[src/rtl/qts_pkg.sv]
// Shared types, constants and character-class functions for the query token scanner.
package qts_pkg;

   localparam int MAX_STATEMENT_DEF = 4096;
   localparam int CH_W              = 8;
   localparam int OFF_W             = 12;
   localparam int LEN_W             = 13;
   localparam int KW_NUM            = 3;
   localparam int KW_SLOTS          = 8;

   typedef enum logic [3:0] {
      KIND_IDENT   = 4'd0,
      KIND_SELECT  = 4'd1,
      KIND_FROM    = 4'd2,
      KIND_WHERE   = 4'd3,
      KIND_INTEGER = 4'd4,
      KIND_OPEN    = 4'd5,
      KIND_CLOSE   = 4'd6,
      KIND_SEMI    = 4'd7,
      KIND_EQUALS  = 4'd8,
      KIND_END     = 4'd9,
      KIND_ERROR   = 4'd10
   } kind_type;

   localparam logic [CH_W-1:0] CH_OPEN   = 8'h28;
   localparam logic [CH_W-1:0] CH_CLOSE  = 8'h29;
   localparam logic [CH_W-1:0] CH_SEMI   = 8'h3B;
   localparam logic [CH_W-1:0] CH_EQUALS = 8'h3D;
   localparam logic [CH_W-1:0] CH_SPACE  = 8'h20;

   // Keyword spellings, padded with zeros to a power-of-two row
   localparam logic [CH_W-1:0] KW_TEXT [KW_NUM][KW_SLOTS] = '{
      '{8'h73, 8'h65, 8'h6C, 8'h65, 8'h63, 8'h74, 8'h00, 8'h00},  // select
      '{8'h66, 8'h72, 8'h6F, 8'h6D, 8'h00, 8'h00, 8'h00, 8'h00},  // from
      '{8'h77, 8'h68, 8'h65, 8'h72, 8'h65, 8'h00, 8'h00, 8'h00}   // where
   };
   localparam logic [3:0] KW_LEN [KW_NUM] = '{4'd6, 4'd4, 4'd5};

   // One input byte and its end-of-statement flag
   typedef struct packed {
      logic [CH_W-1:0] ch;
      logic            final_byte;
   } item_type;

   // One token as delivered on the result channel
   typedef struct packed {
      kind_type         kind;
      logic [OFF_W-1:0] start_offset;
      logic [LEN_W-1:0] token_length;
      logic             last_of_run;
   } result_type;

   // All tokens caused by one input byte, packed from entry 0
   typedef struct packed {
      result_type [2:0] entry;
      logic [1:0]       count;
   } run_type;

   function automatic logic is_letter(input logic [CH_W-1:0] c);
      return (c >= 8'h61 && c <= 8'h7A) || (c >= 8'h41 && c <= 8'h5A);
   endfunction

   function automatic logic is_digit(input logic [CH_W-1:0] c);
      return c >= 8'h30 && c <= 8'h39;
   endfunction

   function automatic logic is_blank(input logic [CH_W-1:0] c);
      return (c >= 8'h09 && c <= 8'h0D) || c == CH_SPACE;
   endfunction

   // Keywords whose character at position idx equals c
   function automatic logic [KW_NUM-1:0] kw_match(input logic [2:0] idx,
                                                  input logic [CH_W-1:0] c);
      logic [KW_NUM-1:0] m;
      m = '0;
      for (int k = 0; k < KW_NUM; k++) begin
         if ({1'b0, idx} < KW_LEN[k] && KW_TEXT[k][idx] == c) begin
            m[k] = 1'b1;
         end
      end
      return m;
   endfunction

   // Class a finished word from its keywords still matching at full length
   function automatic kind_type word_kind(input logic [KW_NUM-1:0] hit);
      kind_type k;
      priority if (hit[0]) begin
         k = KIND_SELECT;
      end else if (hit[1]) begin
         k = KIND_FROM;
      end else if (hit[2]) begin
         k = KIND_WHERE;
      end else begin
         k = KIND_IDENT;
      end
      return k;
   endfunction

endpackage

[src/rtl/qts_if.sv]
// Handshake channel interfaces for statement bytes and tokens.
interface qts_req_if;
   logic                     valid;
   logic                     ready;
   logic [qts_pkg::CH_W-1:0] ch;
   logic                     final_byte;

   modport source (output valid, output ch, output final_byte, input ready);
   modport sink (input valid, input ch, input final_byte, output ready);
endinterface

interface qts_rsp_if;
   logic                      valid;
   logic                      ready;
   qts_pkg::kind_type         kind;
   logic [qts_pkg::OFF_W-1:0] start_offset;
   logic [qts_pkg::LEN_W-1:0] token_length;
   logic                      last_of_run;

   modport source (output valid, output kind, output start_offset, output token_length,
                   output last_of_run, input ready);
   modport sink (input valid, input kind, input start_offset, input token_length,
                 input last_of_run, output ready);
endinterface

[src/rtl/qts_input_stage.sv]
// Input register that holds one statement byte until the scanner takes it.
module qts_input_stage (
   input  logic              clock,
   input  logic              reset,
   input  logic              req_valid,
   output logic              req_ready,
   input  qts_pkg::item_type req_item,
   input  logic              space,
   output logic              go,
   output qts_pkg::item_type item
);

   logic              valid_ff, valid_in;
   qts_pkg::item_type item_ff, item_in;
   logic              take;

   // Move the held item on when the result side has room
   assign go        = valid_ff && space;
   assign req_ready = !valid_ff || space;
   assign take      = req_valid && req_ready;
   assign item      = item_ff;

   always_comb begin
      valid_in = take ? 1'b1 : (go ? 1'b0 : valid_ff);
      item_in  = take ? req_item : item_ff;
   end

   always_ff @(posedge clock) begin
      if (reset) begin
         valid_ff <= 1'b0;
      end else begin
         valid_ff <= valid_in;
      end
      item_ff <= item_in;
   end

endmodule

[src/rtl/qts_scan_core.sv]
// Scanner state and the single-pass logic that turns one byte into its tokens.
module qts_scan_core #(
   parameter int MAX_STATEMENT = qts_pkg::MAX_STATEMENT_DEF
) (
   input  logic              clock,
   input  logic              reset,
   input  logic              go,
   input  qts_pkg::item_type item,
   output qts_pkg::run_type  run
);

   localparam int POS_W = $clog2(MAX_STATEMENT);
   localparam int CNT_W = $clog2(MAX_STATEMENT + 1);
   localparam int OFF_W = qts_pkg::OFF_W;
   localparam int LEN_W = qts_pkg::LEN_W;
   localparam int KW_NUM = qts_pkg::KW_NUM;
   localparam logic [POS_W-1:0] POS_TOP = POS_W'(MAX_STATEMENT - 1);
   localparam logic [CNT_W-1:0] CNT_TOP = CNT_W'(MAX_STATEMENT);

   typedef enum logic [1:0] {
      MODE_IDLE   = 2'd0,
      MODE_WORD   = 2'd1,
      MODE_NUMBER = 2'd2,
      MODE_SKIP   = 2'd3
   } mode_type;

   mode_type          mode_ff, mode_in;
   logic [POS_W-1:0]  start_ff, start_in;
   logic [CNT_W-1:0]  cnt_ff, cnt_in;
   logic [POS_W-1:0]  pos_ff, pos_in;
   logic [KW_NUM-1:0] alive_ff, alive_in;

   logic                letter, digit, blank, absorb;
   logic [POS_W-1:0]    pos_next;
   logic [CNT_W-1:0]    cnt_next;
   logic [KW_NUM-1:0]   keep_mask, hit_old, hit_new;
   mode_type            m2;
   logic [POS_W-1:0]    s2;
   logic [CNT_W-1:0]    c2;
   logic [KW_NUM-1:0]   a2;
   logic [2:0]          slot_v;
   qts_pkg::result_type slot [3];
   qts_pkg::result_type single;
   logic                single_v;
   logic [1:0]          n;
   qts_pkg::run_type    run_c;

   always_comb begin
      letter = qts_pkg::is_letter(item.ch);
      digit  = qts_pkg::is_digit(item.ch);
      blank  = qts_pkg::is_blank(item.ch);
      absorb = (mode_ff == MODE_WORD && (letter || digit)) ||
               (mode_ff == MODE_NUMBER && digit) || mode_ff == MODE_SKIP;

      // Saturating steps of offset and length
      pos_next = (pos_ff >= POS_TOP) ? POS_TOP : pos_ff + POS_W'(1);
      cnt_next = (cnt_ff >= CNT_TOP) ? CNT_TOP : cnt_ff + CNT_W'(1);

      // Keywords still alive after this character, and length hits
      keep_mask = (cnt_ff < CNT_W'(qts_pkg::KW_SLOTS)) ?
                  qts_pkg::kw_match(cnt_ff[2:0], item.ch) : '0;
      for (int k = 0; k < KW_NUM; k++) begin
         hit_old[k] = cnt_ff == CNT_W'(qts_pkg::KW_LEN[k]);
      end

      // Flush of the token pending before this byte
      slot_v[0] = !absorb && (mode_ff == MODE_WORD || mode_ff == MODE_NUMBER);
      slot[0].kind = (mode_ff == MODE_WORD) ? qts_pkg::word_kind(alive_ff & hit_old)
                                            : qts_pkg::KIND_INTEGER;
      slot[0].start_offset = OFF_W'(start_ff);
      slot[0].token_length = LEN_W'(cnt_ff);
      slot[0].last_of_run  = 1'b0;

      // Absorb into the pending token, or scan the byte fresh
      m2 = mode_ff;
      s2 = start_ff;
      c2 = cnt_ff;
      a2 = alive_ff;
      single_v = 1'b0;
      single.kind = qts_pkg::KIND_ERROR;
      single.start_offset = OFF_W'(pos_ff);
      single.token_length = LEN_W'(1);
      single.last_of_run  = 1'b0;
      if (absorb) begin
         if (mode_ff == MODE_WORD) begin
            a2 = alive_ff & keep_mask;
            c2 = cnt_next;
         end else if (mode_ff == MODE_NUMBER) begin
            c2 = cnt_next;
         end
      end else begin
         m2 = MODE_IDLE;
         priority if (blank) begin
            m2 = MODE_IDLE;
         end else if (letter) begin
            m2 = MODE_WORD;
            s2 = pos_ff;
            c2 = CNT_W'(1);
            a2 = qts_pkg::kw_match(3'd0, item.ch);
         end else if (digit) begin
            m2 = MODE_NUMBER;
            s2 = pos_ff;
            c2 = CNT_W'(1);
         end else if (item.ch == qts_pkg::CH_OPEN) begin
            single_v = 1'b1;
            single.kind = qts_pkg::KIND_OPEN;
         end else if (item.ch == qts_pkg::CH_CLOSE) begin
            single_v = 1'b1;
            single.kind = qts_pkg::KIND_CLOSE;
         end else if (item.ch == qts_pkg::CH_SEMI) begin
            single_v = 1'b1;
            single.kind = qts_pkg::KIND_SEMI;
         end else if (item.ch == qts_pkg::CH_EQUALS) begin
            single_v = 1'b1;
            single.kind = qts_pkg::KIND_EQUALS;
         end else begin
            single_v = 1'b1;
            single.kind = qts_pkg::KIND_ERROR;
            m2 = MODE_SKIP;
         end
      end

      // Middle slot: a single-byte token, or the flush forced by the final byte
      for (int k = 0; k < KW_NUM; k++) begin
         hit_new[k] = c2 == CNT_W'(qts_pkg::KW_LEN[k]);
      end
      if (single_v) begin
         slot_v[1] = 1'b1;
         slot[1]   = single;
      end else begin
         slot_v[1] = item.final_byte && (m2 == MODE_WORD || m2 == MODE_NUMBER);
         slot[1].kind = (m2 == MODE_WORD) ? qts_pkg::word_kind(a2 & hit_new)
                                          : qts_pkg::KIND_INTEGER;
         slot[1].start_offset = OFF_W'(s2);
         slot[1].token_length = LEN_W'(c2);
         slot[1].last_of_run  = 1'b0;
      end

      // End token just past the final byte
      slot_v[2] = item.final_byte;
      slot[2].kind = qts_pkg::KIND_END;
      slot[2].start_offset = OFF_W'(pos_next);
      slot[2].token_length = '0;
      slot[2].last_of_run  = 1'b0;

      // Pack the valid slots in order and mark the last one
      run_c = '0;
      n = 2'd0;
      for (int s = 0; s < 3; s++) begin
         if (slot_v[s]) begin
            run_c.entry[n] = slot[s];
            n = n + 2'd1;
         end
      end
      if (n != 2'd0) begin
         run_c.entry[n - 2'd1].last_of_run = 1'b1;
      end
      run_c.count = n;

      // Next state: back to reset after the final byte
      if (item.final_byte) begin
         mode_in  = MODE_IDLE;
         start_in = '0;
         cnt_in   = '0;
         pos_in   = '0;
         alive_in = '1;
      end else begin
         mode_in  = m2;
         start_in = s2;
         cnt_in   = c2;
         pos_in   = pos_next;
         alive_in = a2;
      end
   end

   assign run = run_c;

   always_ff @(posedge clock) begin
      if (reset) begin
         mode_ff  <= MODE_IDLE;
         start_ff <= '0;
         cnt_ff   <= '0;
         pos_ff   <= '0;
         alive_ff <= '1;
      end else if (go) begin
         mode_ff  <= mode_in;
         start_ff <= start_in;
         cnt_ff   <= cnt_in;
         pos_ff   <= pos_in;
         alive_ff <= alive_in;
      end
   end

`ifndef NO_ASSERTIONS
   a_final_resets: assert property (@(posedge clock) disable iff (reset)
      go && item.final_byte |=> mode_ff == MODE_IDLE && pos_ff == '0 && cnt_ff == '0)
      else $error("scanner state not cleared after final byte");

   a_skip_holds: assert property (@(posedge clock) disable iff (reset)
      go && !item.final_byte && mode_ff == MODE_SKIP |=> mode_ff == MODE_SKIP)
      else $error("skip mode left before end of statement");
`endif

endmodule

[src/rtl/qts_result_queue.sv]
// Result register holding the tokens of one byte and draining them one per cycle while the sink is ready.
module qts_result_queue (
   input  logic                clock,
   input  logic                reset,
   input  logic                go,
   input  qts_pkg::run_type    run,
   output logic                space,
   output logic                rsp_valid,
   input  logic                rsp_ready,
   output qts_pkg::result_type rsp_item
);

   qts_pkg::result_type res_ff [3];
   qts_pkg::result_type res_in [3];
   logic [1:0]          count_ff, count_in;
   logic                pop;

   // Room for a new run once the queue empties this cycle
   assign pop       = count_ff != 2'd0 && rsp_ready;
   assign space     = count_ff == 2'd0 || (count_ff == 2'd1 && rsp_ready);
   assign rsp_valid = count_ff != 2'd0;
   assign rsp_item  = res_ff[0];

   always_comb begin
      res_in   = res_ff;
      count_in = count_ff;
      if (go) begin
         for (int i = 0; i < 3; i++) begin
            res_in[i] = run.entry[i];
         end
         count_in = run.count;
      end else if (pop) begin
         res_in[0] = res_ff[1];
         res_in[1] = res_ff[2];
         count_in  = count_ff - 2'd1;
      end
   end

   always_ff @(posedge clock) begin
      if (reset) begin
         count_ff <= 2'd0;
      end else begin
         count_ff <= count_in;
      end
      res_ff <= res_in;
   end

`ifndef NO_ASSERTIONS
   a_hold_stable: assert property (@(posedge clock) disable iff (reset)
      rsp_valid && !rsp_ready |=> rsp_valid && $stable(rsp_item))
      else $error("token changed while waiting for the sink");

   a_load_empty: assert property (@(posedge clock) disable iff (reset)
      go |-> count_ff == 2'd0 || (count_ff == 2'd1 && pop))
      else $error("run loaded over undelivered tokens");

   a_last_marked: assert property (@(posedge clock) disable iff (reset)
      count_ff == 2'd1 |-> res_ff[0].last_of_run)
      else $error("final token of a run lacks its end mark");
`endif

endmodule

[src/rtl/query_token_scanner.sv]
// Top level of the query token scanner: input register, scan logic, result queue.
//
//   channel   direction  payload
//   req_bus   in         ch (8), final_byte (1)
//   rsp_bus   out        kind (4), start_offset (12), token_length (13), last_of_run (1)
//
// One byte per cycle while rsp_bus is ready; a byte with several tokens holds
// the result queue until they drain, and the input stalls meanwhile. Reset is
// synchronous and clears the scanner state and both stages.
// rsp_bus stalls back up through the result queue into the input register.
module query_token_scanner #(
   parameter int MAX_STATEMENT = qts_pkg::MAX_STATEMENT_DEF
) (
   input  logic             clock,
   input  logic             reset,
   qts_req_if.sink          req_bus,
   qts_rsp_if.source        rsp_bus
);

   qts_pkg::item_type   req_item, item;
   qts_pkg::run_type    run;
   qts_pkg::result_type rsp_item;
   logic                space, go;

   assign req_item.ch         = req_bus.ch;
   assign req_item.final_byte = req_bus.final_byte;

   qts_input_stage u_input (
      .clock     (clock),
      .reset     (reset),
      .req_valid (req_bus.valid),
      .req_ready (req_bus.ready),
      .req_item  (req_item),
      .space     (space),
      .go        (go),
      .item      (item)
   );

   qts_scan_core #(
      .MAX_STATEMENT (MAX_STATEMENT)
   ) u_core (
      .clock (clock),
      .reset (reset),
      .go    (go),
      .item  (item),
      .run   (run)
   );

   qts_result_queue u_queue (
      .clock     (clock),
      .reset     (reset),
      .go        (go),
      .run       (run),
      .space     (space),
      .rsp_valid (rsp_bus.valid),
      .rsp_ready (rsp_bus.ready),
      .rsp_item  (rsp_item)
   );

   // Drive the result channel from the queue head
   assign rsp_bus.kind         = rsp_item.kind;
   assign rsp_bus.start_offset = rsp_item.start_offset;
   assign rsp_bus.token_length = rsp_item.token_length;
   assign rsp_bus.last_of_run  = rsp_item.last_of_run;

endmodule
[src/flat_wrapper.sv]
// flat-port wrapper written by rule: the top's interface ports become plain ports
module query_token_scanner_flat 
#(
   parameter int MAX_STATEMENT = qts_pkg::MAX_STATEMENT_DEF
)
  (clock, reset, req_bus_valid, req_bus_ch, req_bus_final_byte, req_bus_ready, rsp_bus_valid, rsp_bus_kind, rsp_bus_start_offset, rsp_bus_token_length, rsp_bus_last_of_run, rsp_bus_ready);
  qts_req_if req_bus_i ();
  qts_rsp_if rsp_bus_i ();
  input  logic clock;
  input  logic reset;
  input wire logic [$bits(req_bus_i.valid)-1:0] req_bus_valid;
  input wire logic [$bits(req_bus_i.ch)-1:0] req_bus_ch;
  input wire logic [$bits(req_bus_i.final_byte)-1:0] req_bus_final_byte;
  output wire logic [$bits(req_bus_i.ready)-1:0] req_bus_ready;
  output wire logic [$bits(rsp_bus_i.valid)-1:0] rsp_bus_valid;
  output wire logic [$bits(rsp_bus_i.kind)-1:0] rsp_bus_kind;
  output wire logic [$bits(rsp_bus_i.start_offset)-1:0] rsp_bus_start_offset;
  output wire logic [$bits(rsp_bus_i.token_length)-1:0] rsp_bus_token_length;
  output wire logic [$bits(rsp_bus_i.last_of_run)-1:0] rsp_bus_last_of_run;
  input wire logic [$bits(rsp_bus_i.ready)-1:0] rsp_bus_ready;
  assign req_bus_i.valid = req_bus_valid;
  assign req_bus_i.ch = req_bus_ch;
  assign req_bus_i.final_byte = req_bus_final_byte;
  assign req_bus_ready = req_bus_i.ready;
  assign rsp_bus_valid = rsp_bus_i.valid;
  assign rsp_bus_kind = rsp_bus_i.kind;
  assign rsp_bus_start_offset = rsp_bus_i.start_offset;
  assign rsp_bus_token_length = rsp_bus_i.token_length;
  assign rsp_bus_last_of_run = rsp_bus_i.last_of_run;
  assign rsp_bus_i.ready = rsp_bus_ready;
  query_token_scanner #(.MAX_STATEMENT(MAX_STATEMENT)) u_core (.clock(clock), .reset(reset), .req_bus(req_bus_i), .rsp_bus(rsp_bus_i));
endmodule
[config.mk]
export PLATFORM = sky130hd
export DESIGN_NAME = query_token_scanner_flat
export DESIGN_NICKNAME = d
export VERILOG_FILES = /design/src/rtl/qts_pkg.sv /design/src/rtl/qts_if.sv /design/src/rtl/qts_input_stage.sv /design/src/rtl/qts_scan_core.sv /design/src/rtl/qts_result_queue.sv /design/src/rtl/query_token_scanner.sv /design/src/flat_wrapper.sv
export SDC_FILE = /design/constraint.sdc
export NUM_CORES = 1
export LEC_CHECK = 0
export BUFFER_PORTS_ARGS = -buffer_cell sky130_fd_sc_hd__buf_2
export CAP_MARGIN = 20
export CORE_MARGIN = 1
export CORE_UTILIZATION = 60
export CTS_CLUSTER_SIZE = 40
export DETAILED_ROUTE_END_ITERATION = 10
export PLACE_DENSITY_LB_ADDON = 0.15
export SYNTH_ARGS = -nofsm -noshare
export SYNTH_HDL_FRONTEND = slang
export SYNTH_SLANG_ARGS = --single-unit
[constraint.sdc]
create_clock -name clock -period 5.35 [get_ports clock]
set_clock_uncertainty 0.1 [all_clocks]
set_input_delay 0.8025 -clock clock [delete_from_list [all_inputs] [get_ports clock]]
set_output_delay 0.8025 -clock clock [all_outputs]
set_load 0.02 [all_outputs]
==> results_dict.tcl, run 1 <==
set metrics [dict create \
    routed_wl_um 19300 \
    rsz0062_at_grt "no" \
    synth_cells 829 \
    cts_resized 0 \
    cts_buffers 17 \
    viasPerCell 6.47 \
    syn_nets 857 \
    syn2layout_area_growth_pct 7.51 \
    port_buffers 44 \
    slew_headroom_pct 21.3 \
    reg2reg_slack_ns 0.75 \
    crit_chain "nor3_1 -> o2bb2ai_1 -> o21ai_1 -> nand2_1 -> nand3_1 -> a2bb2oi_1 -> ha_1 -> nand2b_1 -> nand2_1 -> inv_1 -> ha_1 -> nand2_1 -> nand2_1 -> nand2_1 -> o31ai_1 -> a21oi_2" \
    hpwl_um 12600 \
    wire_per_inst_um 19.6 \
    r2r_start "u_core.u_input.item[3]$_DFFE_PP_" \
    num_rows 40 \
    die_area_mm2 0.0130 \
    synth_flop_cell "edfxtp_1" \
    drive_gt1_share_pct 11.0 \
    drv_cap 0 \
    cp_data_required_time_ns 5.52 \
    whs_ns 0.423 \
    num_antenna_cells 0 \
    grt_usage_pct 30.7 \
    remaining_drc_errors 0 \
    setup_tns_ns 0 \
    fillerInstances 989 \
    r2r_end "u_core.u_queue.rsp_item[27]$_DFFE_PP_" \
    min_period_over_period_pct 86.1 \
    worst_path_most_repeated_cell "nand2_1" \
    synth-edff-count 83 \
    finalHoldViolations 0 \
    seq_area_frac_synth_pct 45.1 \
    holdBufCountCts 0 \
    fin_crit_ns 4.60 \
    pin_count 45 \
    ir_worst_vdd_mv 0.361 \
    synth_area_mm2 0.00752 \
    clockRootBuffer "clkbuf_16" \
    p_per_area_mw_per_mm2 387 \
    cp-end-kind "flop" \
    cp.arrival_ns 4.77 \
    p_leak_nw 2.84 \
    ys_top_cells_by_area "edfxtp_1 33%, dfxtp_1 12%, nor2_1 4.9%" \
    grt_pass1_vias 5740 \
    cts.htree.levels 4 \
    ys_ff_latch 128 \
    die_height_um 114 \
    insertion_delay_ns 0.42 \
    start_kind "flop" \
    drv_slew 0 \
    slowest_stage "edfxtp_1" \
    grt_pass1_wl_um 30700 \
    ys_warn_count 0 \
    post_synth.cell_area_avg_um2 9.07 \
    grt_remaining_overflow 0 \
    path_max_fanout 16 \
    antenna_found_initial 0 \
    core_area_mm2 0.0121 \
    fmax_ghz 0.217 \
    hold_end "u_core.u_queue.count_ff[1]$_SDFFE_PP0P_" \
    grt_max_degree 78 \
    cts_sinks 128 \
    whs_path_depth 2 \
    min_from "u_core.u_queue.count_ff[1]$_SDFFE_PP0P_" \
    status "finished clean" \
    synth_top_area_share_pct 33.2 \
    clockBufferDepth 2 \
    tightest_slew_ns 1.17 \
    die_w_um 114 \
    gp_congestion 0.907 \
    synth_largest_area_cell "edfxtp_1" \
    drtIter0Drc 1024 \
    worst_path_largest_cell_delay_ns 0.65 \
    cts_tree "yes" \
    synthDistinctLibCells 69 \
    post-cts-setup-buffer-count 0 \
    setup-violations-final 0 \
    multi_input_area_mm2 0.00356 \
    seq_area_mm2 0.00339 \
    fin_nets 831 \
    critPathKind "flop to flop" \
    floorplan.initialDensity_pct 62.1 \
    hp-class "flop to flop" \
    drtPass1Iterations 6 \
    async_reset_ff_share_pct 0 \
    final_antenna_net_count 0 \
    clk_pin_slew_worst_paths_ns 0.06 \
    r2r_cells 16 \
    vias 6369 \
]
==> cell usage after synthesis, types with 7 or more instances <==
master / number
or3_1: 9
o21a_1: 12
and2_1: 12
dfxtp_1: 45
o22ai_1: 8
nor3_1: 10
nor2_1: 99
nand2_1: 79
a22o_1: 8
a221oi_1: 11
inv_1: 20
a21oi_1: 31
and3_1: 7
o221ai_1: 9
nand3_1: 16
o21ai_0: 60
ha_1: 15
buf_4: 31
mux2i_1: 16
nor2b_1: 12
clkbuf_1: 58
a22oi_1: 46
edfxtp_1: 83
nand2b_1: 11
==> state kept, by name, indices dropped and copies added (netlist names) <==
name and flops:
u_core.u_queue.res_ff 44, u_core.u_queue.rsp_item 30, u_core.u_core.cnt_ff 13, u_core.u_core.pos_ff 12
u_core.u_core.start_ff 12, u_core.u_input.item 9, u_core.u_core.alive_ff 3, u_core.u_core.mode_ff 2
u_core.u_queue.count_ff 2, u_core.u_input.valid_ff 1
==> logic make-up (layout without fill, tap and decap cells) <==
| family | Yosys count | count (layout) | synth area share [%] |
|---|---|---|---|
| and+or+nand+nor | 292 | 292 | 18.8 |
| xor gates and xnor gates | 12 | 12 | 1.40 |
| AOI/OAI and AO/OA | 247 | 247 | 22.4 |
| adders and majority gates | 15 | 15 | 2.50 |
| DFF | 128 | 128 | 45.1 |
| buffers and inverters | 119 | 106 | 7.59 |
| muxes | 16 | 16 | 2.13 |
==> through the flow <==
| stage | instance area [µm²] | util (%) | power, mW | instances | worst slack (ns) |
|---|---|---|---|---|---|
| floorplan | 7520 | - | 1.88 | 829 | 1.59 |
| global placement | 7530 | 62.2 | 2.01 | 952 | 1.08 |
| detailed placement | 7530 | 62.2 | 2.03 | 952 | 0.850 |
| CTS | 8080 | 66.7 | 3.12 | 984 | 0.810 |
| global route | 8080 | 66.7 | 3.24 | 984 | 0.232 |
| finish | 8080 | 66.7 | 3.12 | 984 | 0.746 |
==> worst max-delay path: cells and delay by family (launching register included) <==
kind / cells / cell delay (ns)
AOI/OAI and AO/OA: 5 / 1.20
adders and majority gates: 2 / 0.50
buffers and inverters: 1 / 0.12
DFF: 1 / 0.65
and+or+nand+nor: 8 / 1.87
==> worst max path at each step <==
stage	start	endpoint	slack [ns]	depth (start not counted)
floorplan	u_core.u_input.item[3]$_DFFE_PP_	u_core.u_queue.res_ff[57]$_SDFFCE_PN0P_	1.59	16
global placement	u_core.u_input.item[3]$_DFFE_PP_	u_core.u_queue.count_ff[1]$_SDFFE_PP0P_	1.08	16
detailed placement	u_core.u_input.item[3]$_DFFE_PP_	u_core.u_queue.rsp_item[27]$_DFFE_PP_	0.85	16
CTS	u_core.u_input.item[3]$_DFFE_PP_	u_core.u_queue.rsp_item[27]$_DFFE_PP_	0.81	16
global route	u_core.u_input.item[3]$_DFFE_PP_	u_core.u_queue.rsp_item[27]$_DFFE_PP_	0.23	16
finish	u_core.u_input.item[3]$_DFFE_PP_	u_core.u_queue.rsp_item[27]$_DFFE_PP_	0.75	16
==> per-layer routing <==
| metal | vias up | part of all wire [%] | global-route usage [%] |
|---|---|---|---|
| met5 | - | 0 | 0 |
| met4 | 0 | 1.2 | 11.6 |
| met3 | 28 | 11 | 5.74 |
| met2 | 380 | 44 | 44.9 |
| met1 | 2979 | 44 | 45.1 |
| li1 | 2982 | - | - |
==> area by class of cell <==
cell class	instances	share of cell area, %
sequential	128	42.0
tap	168	2.60
timing repair buffer	53	3.56
multi-input combinational	582	44.0
clock buffer	25	5.76
clock inverter	7	1.08
inverter	21	0.975
==> cells in the final DEF (no fill, tap or decap), types with 9 or more instances in the layout <==
| cell type | n |
|---|---|
| edfxtp_1 | 83 |
| inv_1 | 19 |
| a22oi_1 | 46 |
| nand2_1 | 79 |
| ha_1 | 15 |
| or3_1 | 9 |
| a21oi_1 | 31 |
| o221ai_1 | 9 |
| nand3_1 | 16 |
| o21a_1 | 12 |
| dfxtp_1 | 45 |
| buf_2 | 44 |
| o21ai_0 | 59 |
| nor2_1 | 98 |
| nor3_1 | 10 |
| a221oi_1 | 11 |
| clkbuf_16 | 17 |
| mux2i_1 | 16 |
| nor2b_1 | 12 |
| buf_4 | 9 |
| and2_1 | 12 |
| nand2b_1 | 10 |
==> power by group <==
group | total (mW) | internal, mW | switching (mW)
logic | 0.703 | 0.200 | 0.503
clock network | 1.10 | 0.694 | 0.405
registers | 1.32 | 1.26 | 0.0662
total | 3.12 | 2.15 | 0.974
(Power assumes the default switching activity.)
==> run 2, diff against run 1 <==
Settings changed: CAP_MARGIN 20 to default, CORE_UTILIZATION 60 to 56, PLACE_DENSITY_LB_ADDON 0.15 to 0.12.
Clock period 5.35 ns to 3.9 ns, I/O delays scaled along.
==> run 2 against run 1 <==
Against the previous run:
- clock power grew 50%
- die area grew 7.0%
- power up 44%
- final area up 4.3%
- core utilization decreased by 1.3 points
- largest cell class unchanged
- worst setup slack lost 0.60 ns
- first-iteration DRC count is 23% lower
- non-clock buffer count increased by 31
- maximum frequency up 23%
- sequential share of layout area is 1.7 points lower
- clock-buffer cell count is 3 lower
- largest power group unchanged
- sequential power rose by 36%
- highest routed layer unchanged
==> results_dict.tcl, run 2 (synthesis results as in run 1) <==
set metrics [dict create \
    status "finished clean" \
    syn2layout_area_growth_pct 12.1 \
    drtPass1Iterations 5 \
    cts_sinks 128 \
    hp-class "input pin to flop" \
    final_antenna_net_count 0 \
    clockBufferDepth 2 \
    die_w_um 118 \
    die_area_mm2 0.0139 \
    port_buffers 44 \
    critPathKind "flop to flop" \
    largest_register "u_core.u_queue.res_ff" \
    drv_cap 0 \
    gp_congestion 0.950 \
    grt_pass1_vias 6156 \
    placed_cells 986 \
    grt_pass1_wl_um 33100 \
    grt_remaining_overflow 0 \
    cts_buffers 17 \
    fillerInstances 1067 \
    core_area_mm2 0.0129 \
    p_leak_nw 3.03 \
    drtIter0Drc 790 \
    fin_nets 862 \
    fmax_ghz 0.267 \
    grt_max_degree 53 \
    tightest_slew_ns 1.06 \
    num_antenna_cells 0 \
    cts_tree "yes" \
    clockRootBuffer "clkbuf_16" \
    remaining_drc_errors 0 \
    clk_pin_slew_worst_paths_ns 0.06 \
    fin_crit_ns 3.75 \
    cts.htree.levels 4 \
    path_max_fanout 16 \
    viasPerCell 6.42 \
    final_common_cell "nor2_1" \
    mostFrequentLayoutCells "96 x nor2_1, 83 x edfxtp_1, 76 x nand2_1, 59 x o21ai_0, 46 x a22oi_1" \
    cp_data_required_time_ns 3.97 \
    routed_wl_um 20700 \
    power_mw 4.48 \
    ir_worst_vdd_mv 0.348 \
    hpwl_um 13900 \
    grt_usage_pct 30.6 \
    finalHoldViolations 0 \
    cp-end-kind "flop" \
    min_period_over_period_pct 96.2 \
    largest_register_ffs 44 \
    cp.arrival_ns 3.82 \
    die_height_um 118 \
    wire_per_inst_um 20.4 \
    p_per_area_mw_per_mm2 532 \
    num_rows 41 \
    vias 6547 \
    insertion_delay_ns 0.42 \
    fin_cells 1019 \
    floorplan.initialDensity_pct 58.4 \
    drive_gt1_share_pct 16.3 \
    antenna_found_initial 0 \
    drv_slew 0 \
    start_kind "flop" \
    pin_count 45 \
    setup-violations-final 0 \
    slew_headroom_pct 28.8 \
]
[run 2: worst paths after layout]
path,cells after the start,slack (ns),from,to
min,1,0.24,req_bus_ch[5],u_core.u_input.item[6]$_DFFE_PP_
min reg2reg,2,0.41,u_core.u_queue.count_ff[1]$_SDFFE_PP0P_,u_core.u_queue.count_ff[1]$_SDFFE_PP0P_
max reg2reg,14,0.15,u_core.u_input.item[6]$_DFFE_PP_,u_core.u_queue.rsp_item[25]$_DFFE_PP_
max,14,0.15,u_core.u_input.item[6]$_DFFE_PP_,u_core.u_queue.rsp_item[25]$_DFFE_PP_
[run 2: critical path, stage by stage (launching register included)]
cell	delay, ns
edfxtp_1	0.48
nor4_1	0.35
nand3_1	0.13
o21a_1	0.27
nand3_1	0.19
a2bb2oi_2	0.19
ha_2	0.29
nand2b_1	0.15
nand2_1	0.15
inv_1	0.11
ha_1	0.25
and2_1	0.19
buf_4	0.21
a221o_1	0.27
a22o_1	0.17
[run 2: layout make-up]
class / count / area, µm² / share of cell area, %
Multi-Input combinational cell: 582 / 3610 / 42.9
Sequential cell: 128 / 3390 / 40.3
Timing Repair Buffer: 84 / 520 / 6.17
Clock buffer: 22 / 444 / 5.27
Tap cell: 172 / 215 / 2.55
Clock inverter: 10 / 163 / 1.93
Inverter: 21 / 78.8 / 0.935
[run 2: routing by layer]
metal	GRT usage, %	wire, µm	vias to the layer above
met2	46.5	9140	349
li1	-	-	3039
met3	7.61	2020	22
met4	8.17	242	0
met1	43.4	9340	3137
met5	0	0	-
[run 2: stage by stage]
step / TNS (ns) / setup WS, ns / cell area (µm²) / util (%) / hold WS, ns
4_1_cts: 0 / 0.122 / 8360 / 65.0 / 0.227
3_5_place_dp: 0 / 0.158 / 7760 / 60.2 / 0.396
3_3_place_gp: 0 / 0.306 / 7760 / 60.2 / 0.388
6_report: 0 / 0.148 / 8430 / 65.5 / 0.239
2_1_floorplan: 0 / 0.139 / 7520 / - / 0.364
5_1_grt: -1.10 / -0.105 / 8430 / 65.5 / 0.225
[run 2: what timing repair did]
item | CTS | global route
resized for setup | 0 | 17
endpoints found under the setup margin | 0 | 55
buffers inserted | 0 | 1
hold endpoints to repair | 0 | 0
hold buffers | 0 | 0
[run 2: power breakdown]
part | switching [mW] | internal [mW]
Sequential | 0.0801 | 1.72
Combinational | 0.727 | 0.306
Clock | 0.582 | 1.07
